### src/design/trrb_pkg.sv
// trrb_pkg: shared types and constants for the timestamped replay ring buffer
// used by trrb_ctrl, trrb_dp, the top level and the port checker
package trrb_pkg;

  localparam int CNT_W  = 13;  // fill count, capacity, internal positions
  localparam int POS_W  = 12;
  localparam int TIME_W = 48;
  localparam int SEC_W  = 16;
  localparam int LIM_W  = 36;  // seconds_back * 1e6
  localparam int DIFF_W = 49;
  localparam int USEC_PER_SEC = 1000000;

  localparam logic [2:0] CMD_APPEND    = 3'd0;
  localparam logic [2:0] CMD_CLEAR     = 3'd1;
  localparam logic [2:0] CMD_READ_AT   = 3'd2;
  localparam logic [2:0] CMD_FIND_TIME = 3'd3;
  localparam logic [2:0] CMD_FIND_KEY  = 3'd4;

  localparam logic [1:0] ST_OK        = 2'd0;
  localparam logic [1:0] ST_NOT_FOUND = 2'd1;
  localparam logic [1:0] ST_RANGE     = 2'd2;

  localparam logic [2:0] CFG_ADDR_CAPACITY = 3'd0;

  typedef struct packed {
    logic [2:0]        command;
    logic [TIME_W-1:0] entry_time;
    logic              key_flag;
    logic [7:0]        stream_id;
    logic [31:0]       packet_tag;
    logic [POS_W-1:0]  position;
    logic [TIME_W-1:0] now_time;
    logic [SEC_W-1:0]  seconds_back;
    logic              invert_match;
  } in_item_t;

  typedef struct packed {
    logic [1:0]        status;
    logic [POS_W-1:0]  result_position;
    logic [TIME_W-1:0] result_time;
    logic              result_key;
    logic [7:0]        result_stream;
    logic [31:0]       result_tag;
    logic [CNT_W-1:0]  fill_level;
  } out_item_t;

  // one ring slot
  typedef struct packed {
    logic [TIME_W-1:0] ts;
    logic              key;
    logic [7:0]        stream;
    logic [31:0]       tag;
  } slot_t;

  typedef enum logic [1:0] {
    OUT_ZERO   = 2'd0,
    OUT_ENTRY  = 2'd1,
    OUT_APPEND = 2'd2
  } out_kind_t;

  typedef struct packed {
    logic       capture;
    logic       append;
    logic       clear;
    logic       issue;
    logic       bis_step;
    logic       scan_step;
    logic       out_load;
    out_kind_t  kind;
    logic [1:0] status;
  } ctrl_cmd_t;

  typedef struct packed {
    logic [2:0] command;
    logic       empty;
    logic       pos_bad;
    logic       bis_done;
    logic       scan_hit;
    logic       scan_end;
    logic       out_busy;
  } dp_stat_t;

endpackage

### src/design/trrb_ctrl.sv
// trrb_ctrl: command sequencer for the replay ring
// depends on trrb_pkg; drives trrb_dp through ctrl_cmd_t
module trrb_ctrl (
  input  logic                clk,
  input  logic                rst_n,
  input  logic                in_valid,
  output logic                in_stall,
  input  trrb_pkg::dp_stat_t  stat,
  output trrb_pkg::ctrl_cmd_t cmd
);
  import trrb_pkg::*;

  typedef enum logic [4:0] {
    S_IDLE     = 5'b00001,
    S_DISPATCH = 5'b00010,
    S_ISSUE    = 5'b00100,
    S_DECIDE   = 5'b01000,
    S_OUT      = 5'b10000
  } state_t;

  state_t     state_r, state_nxt;
  out_kind_t  kind_r, kind_nxt;
  logic [1:0] st_r, st_nxt;

  always_comb begin
    state_nxt = state_r;
    kind_nxt  = kind_r;
    st_nxt    = st_r;
    cmd       = '0;
    cmd.kind  = kind_r;
    cmd.status = st_r;
    unique case (state_r)
      S_IDLE: begin
        if (in_valid) begin
          cmd.capture = 1'b1;
          state_nxt = S_DISPATCH;
        end
      end
      S_DISPATCH: begin
        state_nxt = S_ISSUE;
        kind_nxt  = OUT_ZERO;
        st_nxt    = ST_OK;
        case (stat.command)
          CMD_APPEND: begin
            cmd.append = 1'b1;
            kind_nxt = OUT_APPEND;
            state_nxt = S_OUT;
          end
          CMD_CLEAR: begin
            cmd.clear = 1'b1;
            state_nxt = S_OUT;
          end
          CMD_READ_AT, CMD_FIND_KEY: begin
            if (stat.pos_bad) begin
              st_nxt = ST_RANGE;
              state_nxt = S_OUT;
            end
          end
          CMD_FIND_TIME: begin
            if (stat.empty) begin
              st_nxt = ST_NOT_FOUND;
              state_nxt = S_OUT;
            end
          end
          default: state_nxt = S_OUT;
        endcase
      end
      S_ISSUE: begin
        cmd.issue = 1'b1;
        state_nxt = S_DECIDE;
      end
      S_DECIDE: begin
        kind_nxt  = OUT_ENTRY;
        state_nxt = S_OUT;
        if (stat.command == CMD_FIND_TIME) begin
          cmd.bis_step = 1'b1;
          if (!stat.bis_done) state_nxt = S_ISSUE;
        end else if (stat.command == CMD_FIND_KEY && !stat.scan_hit) begin
          if (stat.scan_end) begin
            kind_nxt = OUT_ZERO;
            st_nxt   = ST_NOT_FOUND;
          end else begin
            cmd.scan_step = 1'b1;
            state_nxt = S_ISSUE;
          end
        end
      end
      S_OUT: begin
        if (!stat.out_busy) begin
          cmd.out_load = 1'b1;
          state_nxt = S_IDLE;
        end
      end
      default: state_nxt = S_IDLE;
    endcase
  end

  always_ff @(posedge clk) begin
    if (!rst_n) begin
      state_r <= S_IDLE;
      kind_r  <= OUT_ZERO;
      st_r    <= ST_OK;
    end else begin
      state_r <= state_nxt;
      kind_r  <= kind_nxt;
      st_r    <= st_nxt;
    end
  end

  assign in_stall = state_r != S_IDLE;

endmodule

### config.mk
export PLATFORM = sky130hd
export DESIGN_NAME = trrb_ctrl
export DESIGN_NICKNAME = d
export VERILOG_FILES = /design/src/design/trrb_pkg.sv /design/src/design/trrb_ctrl.sv
export SDC_FILE = /design/constraint.sdc
export NUM_CORES = 1
export LEC_CHECK = 0
export BUFFER_PORTS_ARGS = -buffer_cell sky130_fd_sc_hd__buf_2
export CAP_MARGIN = 20
export CORE_MARGIN = 2
export CORE_UTILIZATION = 40
export DETAILED_ROUTE_END_ITERATION = 12
export PLACE_DENSITY_LB_ADDON = 0.25
export SLEW_MARGIN = 25
export SYNTH_ARGS = -nofsm -noshare
export SYNTH_HDL_FRONTEND = slang
export SYNTH_SLANG_ARGS = --single-unit
### constraint.sdc
create_clock -name clk -period 1.3 [get_ports clk]
set_input_delay 0.13 -clock clk [delete_from_list [all_inputs] [get_ports clk]]
set_output_delay 0.13 -clock clk [all_outputs]
set_load 0.05 [all_outputs]
==> impl_results.html <==
<table>
<tr><th>Metric</th><th>Value</th></tr>
<tr><th colspan="2">Finish</th></tr>
<tr><td>Total area of sequential cells</td><td>189 sq um</td></tr>
<tr><td>Ratio of cells with drive above 1 in the final layout</td><td>63.1%</td></tr>
<tr><td>Post-layout util</td><td>83.2%</td></tr>
<tr><td>Top library cells by usage in the layout, fill and taps aside</td><td>sky130_fd_sc_hd__buf_4, sky130_fd_sc_hd__buf_2, sky130_fd_sc_hd__buf_6</td></tr>
<tr><td>Multi-input combinational cell area</td><td>468 sq um</td></tr>
<tr><td>FILL cells</td><td>74</td></tr>
<tr><td>Commonest non-fill, non-tap cell in the layout</td><td>sky130_fd_sc_hd__buf_4</td></tr>
<tr><td>Diode count</td><td>0</td></tr>
<tr><td>Net count, final</td><td>124</td></tr>
<tr><td>Non-Filler Instances</td><td>126</td></tr>
<tr><td>Synthesis-to-layout area growth</td><td>93.5%</td></tr>
<tr><th colspan="2">Critical path</th></tr>
<tr><td>Delay of the slowest critical-path stage</td><td>0.45 ns</td></tr>
<tr><td>Critical path data required time</td><td>1.17 ns</td></tr>
<tr><td>Type of origin of the critical path</td><td>flop</td></tr>
<tr><td>Worst setup path startpoint</td><td>state_r[2]</td></tr>
<tr><td>RR Startpoint</td><td>state_r[4]</td></tr>
<tr><td>Endpoint arrival time on the critical path</td><td>1.51 ns</td></tr>
<tr><td>Sort of element at the end of the critical path</td><td>output port</td></tr>
<tr><td>CP max-delay cell</td><td>sky130_fd_sc_hd__or4_4</td></tr>
<tr><td>Kind of critical path</td><td>flop to output port</td></tr>
<tr><td>Cells along the critical path</td><td>nor2_4, nand3_4, or4_4, clkinvlp_4, buf_8</td></tr>
<tr><td>Max FO, Critical Path</td><td>4</td></tr>
<tr><th colspan="2">Clocking</th></tr>
<tr><td>Clock tree from TritonCTS</td><td>built</td></tr>
<tr><td>CTS Hold Buffers Added</td><td>0</td></tr>
<tr><td>Largest buffer count on any clock path</td><td>2</td></tr>
<tr><td>H-tree depth reported by CTS</td><td>1</td></tr>
<tr><td>Number of buffers created by CTS</td><td>3</td></tr>
<tr><td>Clk sinks</td><td>9</td></tr>
<tr><td>Clock network latency to the later pin of the worst-skew pair</td><td>0.27 ns</td></tr>
<tr><td>Register clock-pin slew on the reported worst setup and hold paths</td><td>0.06 ns</td></tr>
<tr><td>CTS root buf</td><td>sky130_fd_sc_hd__clkbuf_4</td></tr>
<tr><th colspan="2">Drt</th></tr>
<tr><td>Routed metal-1 wire length</td><td>734 um</td></tr>
<tr><td>Remaining design rule violation count</td><td>0</td></tr>
<tr><td>Met3 wire len</td><td>157 um</td></tr>
<tr><td>Remaining antenna violation count</td><td>0</td></tr>
<tr><td>Top metal layer carrying routed signals</td><td>met4</td></tr>
<tr><td>Routed Wire Length</td><td>1830 um</td></tr>
<tr><td>DR WL met2</td><td>913 um</td></tr>
<tr><td>Drt via density</td><td>5.45</td></tr>
<tr><td>Via total after detailed routing</td><td>687</td></tr>
<tr><td>Detailed-routing iteration count for the pre-antenna-repair pass</td><td>4</td></tr>
<tr><td>Number of DRC markers in iteration 0</td><td>21</td></tr>
<tr><td>Final routed wire length divided by cell count</td><td>14.5 um</td></tr>
<tr><th colspan="2">STA</th></tr>
<tr><td>Total count of hold-check failures in the final report</td><td>0</td></tr>
<tr><td>RSZ-0062 raised after global routing</td><td>yes</td></tr>
<tr><td>Final critical-path required period</td><td>1.64 ns</td></tr>
<tr><td>Worst Max-Slew Pin Slew</td><td>0.272 ns</td></tr>
<tr><td>Final clock period utilization by the worst path</td><td>126%</td></tr>
<tr><td>Setup ws final</td><td>-0.337 ns</td></tr>
<tr><td>Final number of setup-violating endpoints</td><td>13</td></tr>
<tr><td>Highest achievable clock rate</td><td>611 MHz</td></tr>
<tr><td>Max-slew headroom at the worst pin</td><td>81.8%</td></tr>
<tr><td>Max Slew Vio Count</td><td>0</td></tr>
<tr><td>Setup clock skew after layout</td><td>0.00467 ns</td></tr>
<tr><th colspan="2">Yosys</th></tr>
<tr><td>Cell area after technology mapping</td><td>559 sq um</td></tr>
<tr><td>Ys async rst share</td><td>0%</td></tr>
<tr><td>Average cell area after synthesis</td><td>8.47 sq um</td></tr>
<tr><td>Number of enable flip-flop cells after synthesis</td><td>0</td></tr>
<tr><td>Number of distinct library cells after synthesis</td><td>38</td></tr>
<tr><td>Syn Nets</td><td>78</td></tr>
<tr><td>Post-synthesis instance total</td><td>66</td></tr>
<tr><td>Flip-flop and latch count after synthesis</td><td>9</td></tr>
<tr><td>Synth warnings</td><td>0</td></tr>
<tr><td>Predominant post-synthesis flop cell</td><td>sky130_fd_sc_hd__dfxtp_1</td></tr>
<tr><td>Sequential share of the synthesized area</td><td>32.2%</td></tr>
<tr><th colspan="2">Job</th></tr>
<tr><td>Max Cap Viol</td><td>0</td></tr>
<tr><th colspan="2">Min path</th></tr>
<tr><td>Worst min-delay path class</td><td>input port to flop</td></tr>
<tr><td>Startpoint of the lowest-slack hold path</td><td>in_valid</td></tr>
<tr><th colspan="2">Global routing</th></tr>
<tr><td>Global-route congestion overflow total</td><td>0</td></tr>
<tr><td>Total routing resource utilization after global routing</td><td>23.4%</td></tr>
<tr><td>Antenna violations before repair</td><td>0</td></tr>
<tr><td>Pin count of the biggest net entering global routing</td><td>11</td></tr>
<tr><td>Via count of the first global-routing pass</td><td>564</td></tr>
<tr><td>Wire length of the first global-routing pass</td><td>2500 um</td></tr>
<tr><th colspan="2">Die</th></tr>
<tr><td>Placeable core region</td><td>1300 sq um</td></tr>
<tr><td>Vertical die dimension</td><td>41.4 um</td></tr>
<tr><td>Placement Rows</td><td>13</td></tr>
<tr><td>Area of the die</td><td>1710 sq um</td></tr>
<tr><td>Starting utilization of the core area</td><td>43.0%</td></tr>
<tr><td>Width of the chip</td><td>41.4 um</td></tr>
<tr><td>Count of boundary I/O pins</td><td>24</td></tr>
<tr><th colspan="2">Power and ir drop</th></tr>
<tr><td>Leakage power figure</td><td>0.000487 uW</td></tr>
<tr><td>Worst-case vdd ir drop</td><td>770 uV</td></tr>
<tr><td>Cell area power density</td><td>671 nW/um^2</td></tr>
<tr><th colspan="2">Placement</th></tr>
<tr><td>Final HPWL DP</td><td>1280 um</td></tr>
<tr><td>Final weighted congestion in routability-driven placement</td><td>0.724</td></tr>
<tr><td>Placed cell count</td><td>119</td></tr>
<tr><td>IO buf count</td><td>23</td></tr>
<tr><th colspan="2">Run status</th></tr>
<tr><td>Run status</td><td>complete, but fails checks</td></tr>
<tr><td>Failing checks</td><td>negative setup slack</td></tr>
</table>
synthesized netlist by cell type, types with 2 or more instances:
master	instances	area share, %
sky130_fd_sc_hd__nand2_1	3	2.0
sky130_fd_sc_hd__and3_1	2	2.2
sky130_fd_sc_hd__and2_1	3	3.4
sky130_fd_sc_hd__nor2b_1	4	4.5
sky130_fd_sc_hd__o21ai_0	2	1.8
sky130_fd_sc_hd__a21oi_1	2	1.8
sky130_fd_sc_hd__dfxtp_1	9	32
sky130_fd_sc_hd__inv_1	4	2.7
sky130_fd_sc_hd__nor2_1	6	4.0
sky130_fd_sc_hd__nor3_1	3	2.7
flip-flops by register name, summed over array words and instances, names as in the netlist:
name,count
state_r,5
kind_r,2
st_r,2
worst max-delay path: cells and delay by family (launching register included):
kind                   cells  cell delay (ns)
flip-flops                 1             0.35
buffers and inverters      2             0.22
AND/OR/NAND/NOR            3             0.65
layout make-up:
type | instances | area share [%]
Sequential cell | 9 | 17.5
Inverter | 4 | 1.73
Clock buffer | 4 | 2.43
Tap cell | 15 | 1.73
Timing Repair Buffer | 44 | 33.4
Multi-Input combinational cell | 50 | 43.2
cell families (layout without fill, tap and decap cells):
kind of cell | count (synthesis) | after routing | share of synthesized area [%]
buffers and inverters | 7 | 52 | 6.49
and+or+nand+nor | 33 | 33 | 38.3
AOI/OAI and AO/OA | 15 | 15 | 19.7
xor gates and xnor gates | 1 | 1 | 1.57
muxes | 1 | 1 | 1.79
DFF | 9 | 9 | 32.2
report_power, final:
group          leakage [uW]  internal, uW  switching, uW
combinational      0.000397           106            105
clock             0.0000150           119            107
sequential        0.0000748           281           9.00
metrics by stage:
| stage | area (sq um) | setup TNS (ns) | total power, uW | setup WS [ns] | hold slack, ns |
|---|---|---|---|---|---|
| floorplan | 657 | -0.769 | 395 | -0.160 | 0.276 |
| global route | 1080 | -3.14 | 754 | -0.379 | 0.137 |
| finish | 1080 | -2.43 | 726 | -0.337 | 0.125 |
| detailed placement | 907 | -1.32 | 474 | -0.203 | 0.398 |
| global placement | 907 | -1.15 | 470 | -0.168 | 0.393 |
| CTS | 1030 | -2.09 | 712 | -0.335 | 0.122 |
path summary, 6_finish.rpt:
| kind | endpoint | slack (ns) | cells after the start |
|---|---|---|---|
| max reg2reg | st_r[0] | -0.20 | 8 |
| min | state_r[1] | 0.12 | 2 |
| min reg2reg | kind_r[1] | 0.46 | 2 |
| max | cmd[9] | -0.34 | 5 |
repair_timing:
action | CTS | global route
pin swaps | 0 | 5
setup endpoints to repair | 11 | 13
setup buffers | 1 | 2
gates resized for setup | 27 | 8
layer usage:
layer	track usage, %	vias to the layer above
li1	-	335
met1	26.0	320
met2	38.3	28
met3	11.2	4
met4	8.87	0
met5	0	-
(Power assumes the default switching activity.)
